`src/hdl/mcr_pkg.sv`:
```
// Shared types and constants for the midpoint circle rasterizer.
// No dependencies; every other file in hdl/ refers to this package by scoped names.
`default_nettype none

package mcr_pkg;

  localparam int unsigned COORD_W = 8;   // pixel coordinate and centre width
  localparam int unsigned MODE_W  = 8;   // drawing mode width
  localparam int unsigned OFS_W   = 10;  // signed iteration offsets (x, y)
  localparam int unsigned DEC_W   = 11;  // signed decision value

  localparam int unsigned IN_DATA_W  = 32;  // center_x, center_y, radius, draw_mode
  localparam int unsigned OUT_DATA_W = 24;  // pixel_x, pixel_y, pixel_mode

  // Step queue between front and back
  localparam int unsigned QDEPTH = 2;
  localparam int unsigned QPTR_W = $clog2(QDEPTH);
  localparam int unsigned QCNT_W = $clog2(QDEPTH + 1);

  // Eight symmetric pixels per step
  localparam int unsigned PIX_PER_STEP = 8;
  localparam int unsigned PIX_IDX_W    = $clog2(PIX_PER_STEP);

  // Request kinds (in_tuser)
  localparam logic REQ_START = 1'b0;
  localparam logic REQ_STEP  = 1'b1;

  // Octant order within one step
  typedef enum logic [PIX_IDX_W-1:0] {
    OCT_PX_PY = 3'd0,
    OCT_PY_PX = 3'd1,
    OCT_NX_PY = 3'd2,
    OCT_NY_PX = 3'd3,
    OCT_NX_NY = 3'd4,
    OCT_NY_NX = 3'd5,
    OCT_PX_NY = 3'd6,
    OCT_PY_NX = 3'd7
  } oct_t;

  // One step's worth of work handed from front to back
  typedef struct packed {
    logic [COORD_W-1:0] cx;
    logic [COORD_W-1:0] cy;
    logic [COORD_W-1:0] px;    // current x offset, low byte
    logic [COORD_W-1:0] py;    // current y offset, low byte
    logic [MODE_W-1:0]  mode;
    logic               done;  // this step finishes the circle
  } job_t;

endpackage

`default_nettype wire

```
`src/hdl/mcr_front.sv`:
```
// Front end: accepts requests, holds the circle iteration state and
// queues one job per step. Depends on mcr_pkg.
`default_nettype none

module mcr_front (
  input  wire logic                          clk,
  input  wire logic                          rst_n,
  input  wire logic                          in_tvalid,
  output logic                               in_tready,
  input  wire logic [mcr_pkg::IN_DATA_W-1:0] in_tdata,
  input  wire logic                          in_tuser,
  input  wire logic                          q_full,
  output logic                               q_push,
  output mcr_pkg::job_t                      q_job
);

  logic                                active_r, active_nxt;
  logic [mcr_pkg::COORD_W-1:0]         cx_r, cx_nxt;
  logic [mcr_pkg::COORD_W-1:0]         cy_r, cy_nxt;
  logic [mcr_pkg::MODE_W-1:0]          mode_r, mode_nxt;
  logic signed [mcr_pkg::OFS_W-1:0]    x_r, x_nxt;
  logic signed [mcr_pkg::OFS_W-1:0]    y_r, y_nxt;
  logic signed [mcr_pkg::DEC_W-1:0]    d_r, d_nxt;

  logic                                accept;
  logic [mcr_pkg::COORD_W-1:0]         f_cx, f_cy, f_rad;
  logic [mcr_pkg::MODE_W-1:0]          f_mode;
  logic signed [mcr_pkg::OFS_W-1:0]    x_inc, y_step;
  logic signed [mcr_pkg::DEC_W-1:0]    x_ext, diff_ext, d_step;
  logic                                step_done;

  assign in_tready = !q_full;
  assign accept    = in_tvalid && in_tready;

  assign f_cx   = in_tdata[7:0];
  assign f_cy   = in_tdata[15:8];
  assign f_rad  = in_tdata[23:16];
  assign f_mode = in_tdata[31:24];

  // Midpoint update
  always_comb begin
    x_inc    = x_r + 10'sd1;
    x_ext    = {{(mcr_pkg::DEC_W - mcr_pkg::OFS_W){x_inc[mcr_pkg::OFS_W-1]}}, x_inc};
    diff_ext = '0;
    if (d_r < 0) begin
      y_step = y_r;
      d_step = d_r + (x_ext <<< 1) + 11'sd1;
    end else begin
      y_step   = y_r - 10'sd1;
      diff_ext = x_ext - {{(mcr_pkg::DEC_W - mcr_pkg::OFS_W){y_step[mcr_pkg::OFS_W-1]}},
                          y_step};
      d_step   = d_r + (diff_ext <<< 1) + 11'sd1;
    end
    step_done = x_inc > y_step;
  end

  always_comb begin
    active_nxt = active_r;
    cx_nxt     = cx_r;
    cy_nxt     = cy_r;
    mode_nxt   = mode_r;
    x_nxt      = x_r;
    y_nxt      = y_r;
    d_nxt      = d_r;
    q_push     = 1'b0;
    if (accept) begin
      if (in_tuser == mcr_pkg::REQ_START) begin
        active_nxt = 1'b1;
        cx_nxt     = f_cx;
        cy_nxt     = f_cy;
        mode_nxt   = f_mode;
        x_nxt      = '0;
        y_nxt      = signed'({2'b00, f_rad});
        d_nxt      = 11'sd1 - signed'({3'b000, f_rad});
      end else if (active_r) begin
        q_push     = 1'b1;
        x_nxt      = x_inc;
        y_nxt      = y_step;
        d_nxt      = d_step;
        active_nxt = !step_done;
      end
    end
  end

  always_comb begin
    q_job.cx   = cx_r;
    q_job.cy   = cy_r;
    q_job.px   = x_r[mcr_pkg::COORD_W-1:0];
    q_job.py   = y_r[mcr_pkg::COORD_W-1:0];
    q_job.mode = mode_r;
    q_job.done = step_done;
  end

  always_ff @(posedge clk) begin
    if (!rst_n) begin
      active_r <= 1'b0;
    end else begin
      active_r <= active_nxt;
    end
  end

  always_ff @(posedge clk) begin
    cx_r   <= cx_nxt;
    cy_r   <= cy_nxt;
    mode_r <= mode_nxt;
    x_r    <= x_nxt;
    y_r    <= y_nxt;
    d_r    <= d_nxt;
  end

endmodule

`default_nettype wire

```
`src/hdl/mcr_queue.sv`:
```
// Short first-in first-out queue of step jobs between front and back.
// Depends on mcr_pkg for the job type and depth.
`default_nettype none

module mcr_queue (
  input  wire logic    clk,
  input  wire logic    rst_n,
  input  wire logic    push,
  input  wire mcr_pkg::job_t push_job,
  output logic         full,
  input  wire logic    pop,
  output logic         valid,
  output mcr_pkg::job_t head_job
);

  mcr_pkg::job_t                  mem_r [mcr_pkg::QDEPTH];
  logic [mcr_pkg::QPTR_W-1:0]     wr_ptr_r, wr_ptr_nxt;
  logic [mcr_pkg::QPTR_W-1:0]     rd_ptr_r, rd_ptr_nxt;
  logic [mcr_pkg::QCNT_W-1:0]     count_r, count_nxt;
  logic                           do_push, do_pop;

  assign full     = (count_r == mcr_pkg::QCNT_W'(mcr_pkg::QDEPTH));
  assign valid    = (count_r != '0);
  assign head_job = mem_r[rd_ptr_r];
  assign do_push  = push && !full;
  assign do_pop   = pop && valid;

  always_comb begin
    wr_ptr_nxt = wr_ptr_r;
    rd_ptr_nxt = rd_ptr_r;
    count_nxt  = count_r;
    if (do_push) begin
      wr_ptr_nxt = (wr_ptr_r == mcr_pkg::QPTR_W'(mcr_pkg::QDEPTH - 1)) ? '0
                                                                      : wr_ptr_r + 1'b1;
    end
    if (do_pop) begin
      rd_ptr_nxt = (rd_ptr_r == mcr_pkg::QPTR_W'(mcr_pkg::QDEPTH - 1)) ? '0
                                                                      : rd_ptr_r + 1'b1;
    end
    if (do_push && !do_pop) begin
      count_nxt = count_r + 1'b1;
    end else if (do_pop && !do_push) begin
      count_nxt = count_r - 1'b1;
    end
  end

  always_ff @(posedge clk) begin
    if (!rst_n) begin
      wr_ptr_r <= '0;
      rd_ptr_r <= '0;
      count_r  <= '0;
    end else begin
      wr_ptr_r <= wr_ptr_nxt;
      rd_ptr_r <= rd_ptr_nxt;
      count_r  <= count_nxt;
    end
  end

  always_ff @(posedge clk) begin
    if (do_push) begin
      mem_r[wr_ptr_r] <= push_job;
    end
  end

endmodule

`default_nettype wire

```
`src/hdl/mcr_back.sv`:
```
// Back end: expands one step job into its eight symmetric pixels,
// one beat per cycle, unless out_tready stalls it, through a registered output. Depends on mcr_pkg.
`default_nettype none

module mcr_back (
  input  wire logic                           clk,
  input  wire logic                           rst_n,
  input  wire logic                           q_valid,
  input  wire mcr_pkg::job_t                  q_job,
  output logic                                q_pop,
  output logic                                out_tvalid,
  input  wire logic                           out_tready,
  output logic [mcr_pkg::OUT_DATA_W-1:0]      out_tdata,
  output logic                                out_tlast,
  output logic                                out_tuser
);

  mcr_pkg::job_t                     job_r, job_nxt;
  logic                              busy_r, busy_nxt;
  mcr_pkg::oct_t                     idx_r, idx_nxt;
  logic                              ovalid_r, ovalid_nxt;
  logic [mcr_pkg::OUT_DATA_W-1:0]    odata_r, odata_nxt;
  logic                              olast_r, olast_nxt;
  logic                              odone_r, odone_nxt;

  logic                              out_free, emit;
  logic [mcr_pkg::COORD_W-1:0]       nx, ny, dx, dy;

  assign out_free = !ovalid_r || out_tready;
  assign emit     = busy_r && out_free;
  assign nx       = 8'd0 - job_r.px;
  assign ny       = 8'd0 - job_r.py;

  // Octant offsets in emission order
  always_comb begin
    unique case (idx_r)
      mcr_pkg::OCT_PX_PY: begin dx = job_r.px; dy = job_r.py; end
      mcr_pkg::OCT_PY_PX: begin dx = job_r.py; dy = job_r.px; end
      mcr_pkg::OCT_NX_PY: begin dx = nx;       dy = job_r.py; end
      mcr_pkg::OCT_NY_PX: begin dx = ny;       dy = job_r.px; end
      mcr_pkg::OCT_NX_NY: begin dx = nx;       dy = ny;       end
      mcr_pkg::OCT_NY_NX: begin dx = ny;       dy = nx;       end
      mcr_pkg::OCT_PX_NY: begin dx = job_r.px; dy = ny;       end
      mcr_pkg::OCT_PY_NX: begin dx = job_r.py; dy = nx;       end
      default:            begin dx = job_r.px; dy = job_r.py; end
    endcase
  end

  always_comb begin
    job_nxt    = job_r;
    busy_nxt   = busy_r;
    idx_nxt    = idx_r;
    q_pop      = 1'b0;
    ovalid_nxt = ovalid_r && !out_tready;
    odata_nxt  = odata_r;
    olast_nxt  = olast_r;
    odone_nxt  = odone_r;
    if (emit) begin
      ovalid_nxt = 1'b1;
      odata_nxt  = {job_r.mode, job_r.cy + dy, job_r.cx + dx};
      olast_nxt  = (idx_r == mcr_pkg::OCT_PY_NX);
      odone_nxt  = (idx_r == mcr_pkg::OCT_PY_NX) && job_r.done;
      if (idx_r == mcr_pkg::OCT_PY_NX) begin
        // chain straight into the next queued step
        q_pop    = q_valid;
        busy_nxt = q_valid;
        job_nxt  = q_job;
        idx_nxt  = mcr_pkg::OCT_PX_PY;
      end else begin
        idx_nxt = mcr_pkg::oct_t'(idx_r + 1'b1);
      end
    end else if (!busy_r && q_valid) begin
      q_pop    = 1'b1;
      busy_nxt = 1'b1;
      job_nxt  = q_job;
      idx_nxt  = mcr_pkg::OCT_PX_PY;
    end
  end

  always_ff @(posedge clk) begin
    if (!rst_n) begin
      busy_r   <= 1'b0;
      idx_r    <= mcr_pkg::OCT_PX_PY;
      ovalid_r <= 1'b0;
    end else begin
      busy_r   <= busy_nxt;
      idx_r    <= idx_nxt;
      ovalid_r <= ovalid_nxt;
    end
  end

  always_ff @(posedge clk) begin
    job_r   <= job_nxt;
    odata_r <= odata_nxt;
    olast_r <= olast_nxt;
    odone_r <= odone_nxt;
  end

  assign out_tvalid = ovalid_r;
  assign out_tdata  = odata_r;
  assign out_tlast  = olast_r;
  assign out_tuser  = odone_r;

endmodule

`default_nettype wire

```
`src/hdl/midpoint_circle_rasterizer_unit.sv`:
```
// Top level of the midpoint circle rasterizer: front end, step queue, back end.
// Depends on mcr_pkg, mcr_front, mcr_queue and mcr_back.
`default_nettype none

// A start beat (in_tuser = 0) loads centre, radius and drawing mode and
// produces no output. Each step beat (in_tuser = 1) on an active
// circle produces eight pixel beats, the eight symmetric points of the
// current midpoint iteration, with out_tlast on the eighth and out_tuser
// set on that eighth beat when the circle is finished (refresh the display
// then). A step with no circle in progress is consumed silently, and a start
// while drawing abandons the old circle. The front end advances the
// iteration in the cycle a step is accepted and queues the step, up to two
// deep; the back end emits one pixel per cycle from a registered output
// while out_tready does not stall it, so the output channel sets the
// sustained step rate. Coordinates wrap modulo 256.
module midpoint_circle_rasterizer_unit (
  input  wire logic                            clk,
  input  wire logic                            rst_n,
  input  wire logic                            in_tvalid,
  output logic                                 in_tready,
  // [7:0] center_x, [15:8] center_y, [23:16] radius, [31:24] draw_mode
  input  wire logic [mcr_pkg::IN_DATA_W-1:0]   in_tdata,
  // [0] req_type
  input  wire logic                            in_tuser,
  output logic                                 out_tvalid,
  input  wire logic                            out_tready,
  // [7:0] pixel_x, [15:8] pixel_y, [23:16] pixel_mode
  output logic [mcr_pkg::OUT_DATA_W-1:0]       out_tdata,
  // last_of_step
  output logic                                 out_tlast,
  // [0] circle_done
  output logic                                 out_tuser
);

  mcr_pkg::job_t push_job;
  mcr_pkg::job_t head_job;
  logic          q_push, q_full, q_pop, q_valid;

  mcr_front u_front (
    .clk       (clk),
    .rst_n     (rst_n),
    .in_tvalid (in_tvalid),
    .in_tready (in_tready),
    .in_tdata  (in_tdata),
    .in_tuser  (in_tuser),
    .q_full    (q_full),
    .q_push    (q_push),
    .q_job     (push_job)
  );

  mcr_queue u_queue (
    .clk      (clk),
    .rst_n    (rst_n),
    .push     (q_push),
    .push_job (push_job),
    .full     (q_full),
    .pop      (q_pop),
    .valid    (q_valid),
    .head_job (head_job)
  );

  mcr_back u_back (
    .clk        (clk),
    .rst_n      (rst_n),
    .q_valid    (q_valid),
    .q_job      (head_job),
    .q_pop      (q_pop),
    .out_tvalid (out_tvalid),
    .out_tready (out_tready),
    .out_tdata  (out_tdata),
    .out_tlast  (out_tlast),
    .out_tuser  (out_tuser)
  );

endmodule

`default_nettype wire
```
`config.mk`:
```
export PLATFORM = sky130hd
export DESIGN_NAME = midpoint_circle_rasterizer_unit
export DESIGN_NICKNAME = d
export VERILOG_FILES = /design/src/hdl/mcr_pkg.sv /design/src/hdl/mcr_front.sv /design/src/hdl/mcr_queue.sv /design/src/hdl/mcr_back.sv /design/src/hdl/midpoint_circle_rasterizer_unit.sv
export SDC_FILE = /design/constraint.sdc
export NUM_CORES = 1
export LEC_CHECK = 0
export ABC_AREA = 1
export BUFFER_PORTS_ARGS = -buffer_cell sky130_fd_sc_hd__buf_4
export CORE_UTILIZATION = 56
export CTS_CLUSTER_SIZE = 10
export DETAILED_ROUTE_END_ITERATION = 12
export PLACE_DENSITY_LB_ADDON = 0.25
export SETUP_SLACK_MARGIN = 0.05
export SLEW_MARGIN = 0
export SYNTH_ARGS = -nofsm -noshare
export SYNTH_HDL_FRONTEND = slang
export SYNTH_SLANG_ARGS = --single-unit
export TNS_END_PERCENT = 1
```
`constraint.sdc`:
```
create_clock -name clk -period 5.12 [get_ports clk]
set_clock_uncertainty 0.15 [all_clocks]
set_input_delay 1.024 -clock clk [delete_from_list [all_inputs] [get_ports clk]]
set_output_delay 1.024 -clock clk [all_outputs]
set_load 0.03 [all_outputs]
```
Yosys cells after proc, flatten, opt, wreduce, memory -nomap -nowiden --
Memory sizes are Yosys's and may differ from the RTL's. A register that Yosys moved wholly into a read port is not among the register bits. Index checks and enable logic that the tools add are counted.
Word-level totals: latch bits 0, register bits after elaboration 132, memories kept 1, bits of input ports 37, word-level logic and storage cells 121, memory bits (read-only) 0, RAM bits 82
Operators by class: equal/unequal tests 10, reductions and logical operators 32, $mul 0, add/sub/neg operators 17, muxes and demuxes 35, divide/modulo/power cells 0, bitwise gates (word level) 1, $lt $le $gt $ge 2, shift operators 0
Memories:
- u_queue.mem_r | depth 2, width 41, read ports 1, clocked after Yosys merged registers in 1, wr ports 1, line mcr_queue.sv:16 | mcr_pkg::job_t mem_r [mcr_pkg::QDEPTH];
Operators by type and width (number):
- 41-bit two-way mux | 3
- 8-bit one-hot mux with 4 select lines | 2
- 11-bit two-way mux | 3
- 10-bit two-way mux | 3
- 11-bit adder | 2
- 11-bit by 2-bit adder with 11-bit output, second input constant | 2
- 1-bit two-way mux | 18
- 8-bit adder | 2
- 2-bit OR reduction | 8
- 1-bit by 8-bit subtractor with 8-bit output, first input constant | 2
- 3-bit == test, second input constant | 4
- 11-bit by 1-bit < comparator with 1-bit output, second input constant | 1
- 10-bit by 2-bit adder with 10-bit output, second input constant | 1
- 10-bit > comparator | 1
- 10-bit subtractor | 1
- 10-bit by 2-bit subtractor with 10-bit output, second input constant | 1
- 1-bit logical AND | 9
- 3-bit two-way mux | 3
- 1-bit by 8-bit subtractor with 9-bit output, first input constant | 1
- 8-bit two-way mux | 1
- 1-bit zero test | 7
- 3-bit by 2-bit == test with 1-bit output, second input constant | 2
- 2-bit AND reduction | 3
- 2-bit nonzero test | 3
- other kinds (12) | 14

Depth between registers and ports, before layout --
word-level depth 9, mapped depth 29, depth with buffers taken out 29

Hierarchy --
From an unflattened synthesis, not the netlist that was laid out.
Unflattened totals: cells, all modules 1050, area, all modules 11489.8 um^2
By module, submodules not included:
- mcr_front | instances 1, cells each 538, seq. area each 1671.6 um^2, area an instance 4386.7 um^2
- mcr_back | instances 1, cells each 347, seq. area each 2112.0 um^2, area an instance 3692.3 um^2
- mcr_queue | instances 1, cells each 165, seq. area each 2562.5 um^2, area an instance 3410.8 um^2

Worst setup path before layout --
Ideal clock, no wire load.
kind input to register, from input out_tready, to register u_queue.count_r[1] in the netlist's numbering, arrival 4440 ps, stages 12, setup time 122 ps, path slack 408 ps, path through inv_1 nand2_1 nand2_1 o22ai_1 nor2_1 nor2_1 inv_1 ha_1 a21oi_1 o21ai_0 o21ai_0 a21oi_1
On the way: word-level cells in the longest chain between the ends 7, elaborated cells on any way between the ends 9, classes of those cells mux (2); reduce/logical (7)
RTL lines:
- start, declared | line midpoint_circle_rasterizer_unit.sv:26 | input wire logic out_tready,
- 1-bit logical OR * | line mcr_back.sv:29 | assign out_free = !ovalid_r || out_tready;
- 1-bit logical AND * | line mcr_back.sv:30 | assign emit = busy_r && out_free;
- 1-bit two-way mux * | line mcr_back.sv:58 | if (emit) begin
- 1-bit logical AND * | line mcr_queue.sv:26 | assign do_pop = pop && valid;
- 1-bit zero test | line mcr_queue.sv:40 | if (do_push && !do_pop) begin
- 1-bit logical AND | line mcr_queue.sv:40
- 2-bit two-way mux or 2-bit nonzero test (tied branches)
- end signal, assigned | line mcr_queue.sv:55 | count_r <= count_nxt;
- end, declared | line mcr_queue.sv:19 | logic [mcr_pkg::QCNT_W-1:0] count_r, count_nxt;
Mark *: on every way between the ends. The rest lies on a longest branch, timed or not. A chain may end at the register's enable or synchronous reset.

Worst setup path after layout --
from register u_front.x_r[0] in the netlist's numbering, to register u_front.d_r[10] in the netlist's numbering, data pin
On the way: word-level cells in the longest chain between the ends 7, elaborated cells on any way between the ends 9, classes of those cells add/sub (6); mux (3)
RTL lines:
- start, declared | line mcr_front.sv:21 | logic signed [mcr_pkg::OFS_W-1:0] x_r, x_nxt;
- start signal, assigned | line mcr_front.sv:106 | x_r <= x_nxt;
- 10-bit by 2-bit adder with 10-bit output * | line mcr_front.sv:42 | x_inc = x_r + 10'sd1;
- named net u_front.x_inc (one bit) | line mcr_front.sv:28 | logic signed [mcr_pkg::OFS_W-1:0] x_inc, y_step;
- 10-bit subtractor | line mcr_front.sv:50 | diff_ext = x_ext - {{(mcr_pkg::DEC_W - mcr_pkg::OFS_W){y_step[mcr_pkg::OFS_W-1]}},
- 11-bit adder | line mcr_front.sv:52 | d_step = d_r + (diff_ext <<< 1) + 11'sd1;
- 11-bit by 2-bit adder with 11-bit output | line mcr_front.sv:52
- 11-bit two-way mux * | line mcr_front.sv:45 | if (d_r < 0) begin
- 11-bit two-way mux * | line mcr_front.sv:75 | end else if (active_r) begin
- 11-bit two-way mux * | line mcr_front.sv:67 | if (in_tuser == mcr_pkg::REQ_START) begin
- end signal, assigned | line mcr_front.sv:108 | d_r <= d_nxt;
- end, declared | line mcr_front.sv:23 | logic signed [mcr_pkg::DEC_W-1:0] d_r, d_nxt;
Mark *: on every way through the listed nets, which the timed path passes. The rest lies on a longest branch. The select of a mux whose other input is x is not followed.

==> impl_results.md <==
- Slew Limit Fails: 0
- Largest net degree at the start of global routing: 43
- Final setup margin: 0.902 ns
- Initial antenna violation count: 0
- Port Buffers: 64
- Met3 Usage GRT: 2.70%
- Clock tree from TritonCTS: done
- Die ar.: 19700 um^2
- Layout Utilization: 65.6%
- Worst skew pair latency: 0.53 ns
- Synth Flop Type: edfxtp_1
- First-iteration detailed-routing DRC count: 408
- CP Data Required Time: 5.24 ns
- Ys Warns: 0
- Cell family with most CP delay: simple AND/OR/NAND/NOR gates
- Area taken by multi-input logic gates: 3980 um^2
- Reg2reg setup slack: 0.90 ns
- Vias: 6919
- Crit-path most repeated cell: nand2_1
- GR Util met1: 27.7%
- Layout cells sized above 1: 17.2%
- Num rows: 50
- Area Overhead vs Synth: 14.6%
- Final net count: 1128
- Syn Nets: 1043
- Drt wl/cell: 16.4 um
- Post-Syn Area per Cell: 11.4 um^2
- GRT Total Usage: 21.9%
- DRC: 0
- Post_cts resized: 0
- Minimum clock period: 4.22 ns
- Syn Std Cell Area: 10700 um^2
- Worst path max stage delay: 0.53 ns
- Tightest Pin Transition: 1.13 ns
- Seq/Total Area, Yosys: 59.1%
- Core area: 18800 um^2
- Fraction of registers with async set/reset: 0%
- Vias in the first global route: 6935
- Post-synth top area cell: edfxtp_1
- Post-DP HPWL: 14.8 mm
- Fin cells: 1273
- Setup crit end kind: flip-flop
- Leak: 4.94 nW
- Worst hold slack: 0.263 ns
- Fmax: 0.237 GHz
- GRT Max-Usage Layer: met2
- Maximum vdd drop: 0.343 mV
- Reg clk slew, reported paths: 0.05 ns
- M2 GR Usage: 38.9%
- Worst hold path type: reg2reg
- Max Cap Viol: 0
- Type of the worst setup path: reg2reg
- Sequential Area: 6350 um^2
- Post-synthesis cell type count: 52
- Final Hold Viols: 0
- Buf+Inv Stages, Crit Path: 3
- Vias per inst: 5.44
- Final setup fails: 0
- Setup repair bufs after CTS: 0
- Initial core utilization: 57.2%
- CP max FO: 10
- Die Ht: 141 um
- RSZ-0062 raised after global routing: false
- Synthesized netlist cell count: 943
- Power per cell area: 581 nW/um^2
- Gr ovfl total: 0
- Slowest CP cell: edfxtp_1
- Fillcell total: 1436
- Fin Setup TNS: 0 ns
- Final wirelength: 20.9 mm
- Ratio of final minimum period to clock period: 82.4%
- GP Congestion: 0.952
- CTS H-tree depth: 1
- Synth top area cells: edfxtp_1 (57%), ha_1 (6.8%), nand2_1 (5.4%), mux2_2 (4.3%), inv_1 (3.4%)
- Slew Limit Headroom: 24.6%
- Pre-CTS WS: 0.908 ns
- Clk sinks: 215
- Dpl cells: 1234
- DR pass1 iterations: 5
- Die Width: 141 um
- Number of CTS-inserted buffers: 26
- Clock tree buffer depth: 3
- Remaining antenna violation count: 0
- CP arrival: 4.34 ns
- Synthesized flop and latch total: 215
- Root Buffer: clkbuf_16
- Top Ports: 65
- # diodes: 0
- Hold-fix buffers at CTS: 0
- CP Launch Type: flip-flop
- First-pass GRT wire length: 33.9 mm
- Number of flops mapped to enable cells by yosys: 204
- Post-synth top area share: 57.0%
- Outcome: finished, final reports clean
-- synthesized netlist by cell type (3+ instances only) --
master     instances
edfxtp_1         204
nand2_1          155
inv_1             97
nor2_1            67
a21oi_1           58
ha_1              58
o21ai_0           58
mux2_2            41
xor2_1            32
nand3_1           29
xnor2_1           15
dfxtp_1           11
nand4_1           11
nor3_1             9
inv_2              8
clkbuf_1           6
o22ai_1            6
buf_1              5
fa_1               5
a21o_1             4
a31oi_1            4
nand2_2            4
nor2_2             4
o2111ai_1          4
o21bai_1           4
xor2_2             4
and2_1             3
nand3b_1           3
nor2_4             3
-- final timing paths --
path	from	endpoint	depth (start not counted)
worst max register to register	u_front.x_r[0]$_SDFFCE_PN0P_	u_front.d_r[10]$_DFFE_PP_	26
worst max-delay path	u_front.x_r[0]$_SDFFCE_PN0P_	u_front.d_r[10]$_DFFE_PP_	26
worst min register to register	u_back.job_r[2]$_DFFE_PP_	u_back.out_tdata[17]$_DFFE_PP_	0
worst min-delay path	u_back.job_r[2]$_DFFE_PP_	u_back.out_tdata[17]$_DFFE_PP_	0
-- report_power, final --
part,internal (mW),total (mW),switching [mW]
Clock,0.987,1.64,0.652
Sequential,2.50,2.78,0.280
Combinational,1.08,2.73,1.65
-- registers in the layout, summed over array words and instances, names as in the netlist, 3 cells and up, named ones only --
register          count
u_back.idx_r          3
u_back.job_r         41
u_back.out_tdata     24
u_front.cx_r          8
u_front.cy_r          8
u_front.d_r          11
u_front.mode_r        8
u_front.x_r          10
u_front.y_r          10
u_queue.mem_r        82
-- through the flow --
step	total power [mW]	cell area [um^2]
floorplan	4.80	10700
global placement	5.49	11500
detailed placement	5.53	11500
CTS	7.20	12300
global route	7.62	12300
finish	7.15	12300
-- cells by family after synthesis --
kind of cell	after synthesis	share of synthesized area (%)
AO/OA/AOI/OAI	155	8.12
XOR/XNOR	52	4.59
adder cells (fa/ha/maj)	63	7.69
buffers and inverters	120	4.25
flip-flops	215	59.1
multiplexers	42	4.39
AND/OR/NAND/NOR	296	11.9
-- layer usage --
layer | part of all wire [%] | vias up
met4 | 2.8 | 0
met2 | 49 | 178
met1 | 44 | 3213
li1 | - | 3478
met3 | 4.3 | 50
met5 | 0 | -
-- area by class of cell --
class	count	share of cell area, %
Sequential cell	215	51.6
Inverter	106	3.23
Timing Repair Buffer	71	4.33
Tap cell	234	2.38
Multi-Input combinational cell	608	32.3
Clock buffer	34	5.61
Clock inverter	5	0.589
-- layout by cell type, fill, tap and decap left out, types with 4 or more instances in the layout --
cell type | netlist | routed
edfxtp_1 | 204 | 204
buf_4 | 1 | 71
nand3_1 | 29 | 29
a31oi_1 | 4 | 4
dfxtp_1 | 11 | 10
nand2_1 | 155 | 155
nor3_1 | 9 | 9
o21ai_0 | 58 | 58
nand2_2 | 4 | 4
o21bai_1 | 4 | 4
nand4_1 | 11 | 11
inv_2 | 8 | 8
a21o_1 | 4 | 4
inv_1 | 97 | 97
nor2_4 | 3 | 5
xor2_1 | 32 | 32
a21oi_1 | 58 | 57
mux2_2 | 41 | 41
fa_1 | 5 | 5
xnor2_1 | 15 | 15
o2111ai_1 | 4 | 4
nor2_1 | 67 | 64
clkbuf_1 | 6 | 7
clkbuf_16 | 0 | 26
o22ai_1 | 6 | 5
nor2_2 | 4 | 5
ha_1 | 58 | 58
xor2_2 | 4 | 4
-- worst reg2reg max path: cells and delay by family (launching register included) --
family | cells | cell delay, ns
flip-flops | 1 | 0.53
buffers and inverters | 3 | 0.21
AO/OA/AOI/OAI | 3 | 0.43
AND/OR/NAND/NOR | 17 | 1.38
adder cells (fa/ha/maj) | 3 | 1.24
No activity file was read; power rests on OpenSTA's default activity.
